==> src/cmt_pkg.sv <==
`timescale 1ns / 1ps
package cmt_pkg;

  localparam int LBA_BITS          = 16;
  localparam int PPA_BITS          = 24;
  localparam int SLOT_OUT_BITS     = 6;
  localparam int CACHE_ENTRIES_DEF = 64;

  localparam logic [1:0] KIND_READ  = 2'd0;
  localparam logic [1:0] KIND_WRITE = 2'd1;
  localparam logic [1:0] KIND_TRIM  = 2'd2;

  typedef struct packed {
    logic [1:0]          kind;
    logic [LBA_BITS-1:0] lba;
    logic [PPA_BITS-1:0] new_ppa;
  } req_t;

  typedef struct packed {
    logic                     hit;
    logic [SLOT_OUT_BITS-1:0] slot;
    logic [PPA_BITS-1:0]      old_ppa;
    logic                     old_present;
    logic                     writeback;
    logic [LBA_BITS-1:0]      writeback_lba;
    logic [PPA_BITS-1:0]      writeback_ppa;
  } rsp_t;

  // controller to datapath
  typedef struct packed {
    logic clear;
    logic accept;
    logic scan;
    logic hit_read;
    logic hit_done;
    logic miss_read;
    logic miss_done;
  } cmd_t;

  // datapath to controller
  typedef struct packed {
    logic clear_last;
    logic match;
    logic scan_last;
  } sts_t;

endpackage

==> src/cmt_ctrl.sv <==
`timescale 1ns / 1ps
module cmt_ctrl
  import cmt_pkg::*;
(
  input  logic clk_i,
  input  logic rst_ni,
  input  logic start_i,
  input  sts_t sts_i,
  output cmd_t cmd_o,
  output logic busy_o
);

  localparam logic [2:0] S_CLEAR = 3'd0;
  localparam logic [2:0] S_IDLE  = 3'd1;
  localparam logic [2:0] S_SCAN  = 3'd2;
  localparam logic [2:0] S_HRD   = 3'd3;
  localparam logic [2:0] S_HFIN  = 3'd4;
  localparam logic [2:0] S_MRD   = 3'd5;
  localparam logic [2:0] S_MFIN  = 3'd6;

  logic [2:0] state_q, state_d;

  always_comb begin
    state_d = state_q;
    cmd_o   = '0;
    busy_o  = 1'b1;
    case (state_q)
      S_CLEAR: begin
        cmd_o.clear = 1'b1;
        if (sts_i.clear_last) state_d = S_IDLE;
      end
      S_IDLE: begin
        busy_o = 1'b0;
        if (start_i) begin
          cmd_o.accept = 1'b1;
          state_d      = S_SCAN;
        end
      end
      S_SCAN: begin
        cmd_o.scan = 1'b1;
        if (sts_i.match) state_d = S_HRD;
        else if (sts_i.scan_last) state_d = S_MRD;
      end
      S_HRD: begin
        cmd_o.hit_read = 1'b1;
        state_d        = S_HFIN;
      end
      S_HFIN: begin
        cmd_o.hit_done = 1'b1;
        state_d        = S_IDLE;
      end
      S_MRD: begin
        cmd_o.miss_read = 1'b1;
        state_d         = S_MFIN;
      end
      S_MFIN: begin
        cmd_o.miss_done = 1'b1;
        state_d         = S_IDLE;
      end
      default: state_d = S_IDLE;
    endcase
  end

  always_ff @(posedge clk_i or negedge rst_ni) begin
    if (!rst_ni) state_q <= S_CLEAR;
    else state_q <= state_d;
  end

endmodule

==> config.mk <==
export PLATFORM = sky130hd
export DESIGN_NAME = cmt_ctrl
export DESIGN_NICKNAME = d
export VERILOG_FILES = /design/src/cmt_pkg.sv /design/src/cmt_ctrl.sv
export SDC_FILE = /design/constraint.sdc
export NUM_CORES = 1
export LEC_CHECK = 0
export ABC_AREA = 1
export BUFFER_PORTS_ARGS = -buffer_cell sky130_fd_sc_hd__buf_2
export CORE_AREA = 2 2 39 41
export CTS_CLUSTER_SIZE = 10
export DETAILED_ROUTE_END_ITERATION = 10
export DIE_AREA = 0 0 41 43
export GPL_ROUTABILITY_DRIVEN = 0
export PLACE_DENSITY = 0.49
export SLEW_MARGIN = 10
export SYNTH_ARGS = -nofsm -noshare
export SYNTH_HDL_FRONTEND = slang
export SYNTH_SLANG_ARGS = --single-unit
==> constraint.sdc <==
create_clock -name clk_i -period 1.1 [get_ports clk_i]
set_clock_uncertainty 0.1 [all_clocks]
set_input_delay 0.11 -clock clk_i [delete_from_list [all_inputs] [get_ports clk_i]]
set_output_delay 0.11 -clock clk_i [all_outputs]
set_load 0.01 [all_outputs]
-- Word-level counts from Yosys, hierarchy flattened
Cells that the tools add are included.
Widths: inputs -> output; s select.
- bits of input ports: 6
- output and inout bits: 8
- bits in registers: 3
- logic and storage cells: 26
- muxes and demuxes: 14
- equality and inequality tests: 9
- reduce and logical (&&, ||, !) cells: 2
- operators with widths (operator ; count):
    $pmux 3 s5 ; 1
    $mux 3 ; 4
    $eq 3x3->1 const B ; 3
    $mux 1 ; 9
    $eq 3x2->1 const B ; 2
    $ne 2x2->1 const B ; 2
    $eq 3x1->1 const B ; 1
    $logic_not 3->1 ; 1
    $ne 3x3->1 const B ; 1
    $reduce_and 3->1 ; 1

-- Longest topological paths before layout
- depth in word-level cells: 3
- mapped depth: 6

-- Worst setup path before layout
OpenSTA, ideal clock, no wires.
- path kind: flip-flop to output port
- start: register state_q[1]
- end: output port cmd_o[5] (netlist name)
- stages on the path, launching flop included: 4
- data arrival time: 0.867 ns
- setup slack: 0.023 ns
- path buffers: 0
- cell sequence: dfrtp_1 > nor2_4 > nand2_1 > nor2_1
- RTL lines (element ; RTL line ; text):
    from (decl) ; cmt_ctrl.sv:21 ; logic [2:0] state_q, state_d;
    from (signal assigned) ; cmt_ctrl.sv:66 ; else state_q <= state_d;
    to (decl) ; cmt_ctrl.sv:9 ; output cmd_t cmd_o,

==> run metrics <==
Setup crit end kind=output port; die width=approximately 40 um; WL/cell=8.667 um; vias in the first global route=approximately 300; Setup Crit Path Kind=reg -> out; violated checks=setup timing; first-pass GRT wire length=1179 um; Yosys warnings=0; Biggest register=state_q; PnR Total Power=~1200 uW; Post-synth top cells=nor2_1, nand2_1, inv_1; Clk pin slew, worst setup/hold paths=40 ps; leading area contributor after synthesis=dfrtp_1; Mapped Avg Cell Area=6.288 um2; routed vias=between 300 and 400; crit start category=register; Initial Utilization=between 10% and 20%; post-synthesis net count=45; Final setup viols=11; CTS root buffer=clkbuf_4; worst min path class=in -> async; post-synth top area share=a little under a third; Port Buffer Count=13; highest cell delay on the worst timing path=around 450 ps; max FFs per register=3; Tcrit/Tclk final=118.2%; crit-path max FO=5; share of the core filled with cells=between 30 and 40%; Seq/Total Area, Yosys=30.61%; asr flop ratio synth=100.0%; # IOs=14; Period minus WS final=about 1300 ps; Detail Placement HPWL=531.5 um; Routed WL=702 um; endpoints failing hold=0; vias per inst=~4.1; clk buf depth=2; pre-CTS setup slack=-45.57 ps; largest cells by area after synthesis=dfrtp_1, nor2_1, nand2_1; Overflow after GRT=0; top flop regs=state_q x3; Nets=72; Max Fclk=769.3 MHz; GRT Total Usage=10.45%; count leader, synth=nor2_1; Inserted Clock Buffers=3; Synth Register Bits=3; Pleak=0.0002608 uW; # DRC=0; RSZ-0062 raised after global routing=yes; fin. max-slew vios=0; Synth Instances=39; crit-path leading delay family=flip-flops; largest net degree at the start of global routing=6; post-layout worst setup margin=-200.0 ps; reg-to-reg critical path endpoint=state_q[2]; Reg2Reg Depth=6; Data arrival, critical path=1090 ps; Die H=~43 um; DR pass1 iterations=4; CP cell instances=nor2_4 > nand2_2 > nor2_1 > buf_2; worst vdd ir=0.7336 mV; antenna violations before repair=0; layout cell share with drive strength beyond 1=55.38%; setup TNS=-1450 ps; outcome=finished, violations left; 1st-iter DRT viols=4; prevailing post-synth register cell=dfrtp_1; r2r setup slk=-60 ps; TritonCTS clock tree=done; Clk Latency, worst-skew pair=230 ps; Sink Count=3; Maximum Capacitance Violations=0; CP max stage cell=dfrtp_2; Row Count=14; CORE AREA=1384 um2; Mapped Area=245.2 um2; CTS HTree Levels=1; worst relative slew slack=88.50%; CP Depth=4; Worst EP required=890 ps; DIE AREA=1763 um2; Distinct cells, synth=13; Bufs and invs on worst path=1; R2R Path Start=state_q[2]; # diodes=0; worst-margin pin slew=172.5 ps; power density cells=2743 nW/um2; EDFF count, synth=0; Layout Area Growth over Synthesis=82.14%; number of nets with antenna violations after routing=0
## worst max path at each step
| stage | start | endpoint | slack [ps] |
|---|---|---|---|
| after global placement | state_q[1] | cmd_o[6] | -20 |
| after floorplan | state_q[1] | cmd_o[5] | 20 |
| after global routing | state_q[1] | cmd_o[5] | -300 |
| final | state_q[1] | cmd_o[5] | -200 |
| after CTS | state_q[1] | cmd_o[2] | -220 |
| after detailed placement | state_q[1] | cmd_o[2] | -50 |
## logic make-up (layout without fill, tap and decap cells)
family / count (synthesis) / after routing / synth area share [%]
and+or+nand+nor: 25 / 25 / 49.49
AOI/OAI and AO/OA: 4 / 4 / 9.183
buffers and inverters: 7 / 33 / 10.71
DFF: 3 / 3 / 30.61
## what timing repair did
item	CTS	global route
pin swaps	2	1
endpoints found under the hold margin	3	0
setup buffers	5	1
endpoints found under the setup margin	11	11
hold buffers	1	0
gates resized for setup	4	4
## layout make-up
cell class | instances | area, um2
multi-input combinational | 29 | 157.7
sequential | 3 | 77.57
fill | 168 | 937.1
timing repair buffer | 22 | 138.9
inverter | 7 | 26.28
clock buffer | 4 | 26.28
tap | 16 | 20.02
## per-stage QoR
step	hold WS, ps	cells	cell area, um2
2_1_floorplan	-285.6	39	245.2
3_3_place_gp	-190.4	70	345.3
3_5_place_dp	-187.3	70	345.3
4_1_cts	94.81	80	430.4
5_1_grt	121.3	81	446.7
6_report	104.8	81	446.7
## layer usage
metal  GRT usage [%]  vias to the layer above  part of all wire, %
li1                -                      172                    -
met1           11.29                      151                   38
met2           15.00                        9                   55
met3           3.141                        0                  6.4
met4           10.00                        0                    0
met5               0                        -                    0
## cells in the final DEF, fill, tap and decap left out, drive strengths merged
master,count
a21oi,2
buf,21
clkbuf,4
dfrtp,3
dlygate4sd3,1
inv,7
nand2,7
nand3,3
nand3b,1
nor2,13
nor3b,1
o21ai,1
o21bai,1
## power by group
group / leakage (uW) / internal [uW] / total, uW / switching [uW]
registers: 0.0000353 / 167 / 237 / 70.3
logic: 0.000210 / 385 / 796 / 412
clock network: 0.0000150 / 136 / 192 / 56.1
total: 0.000261 / 687 / 1230 / 538
## worst reg2reg max path, delay by kind of cell (launching register included)
kind,cells,cell delay (ps)
buf+inv,3,320
simple gates,3,250
flops,1,370
No activity file was read; power rests on OpenSTA's default activity.
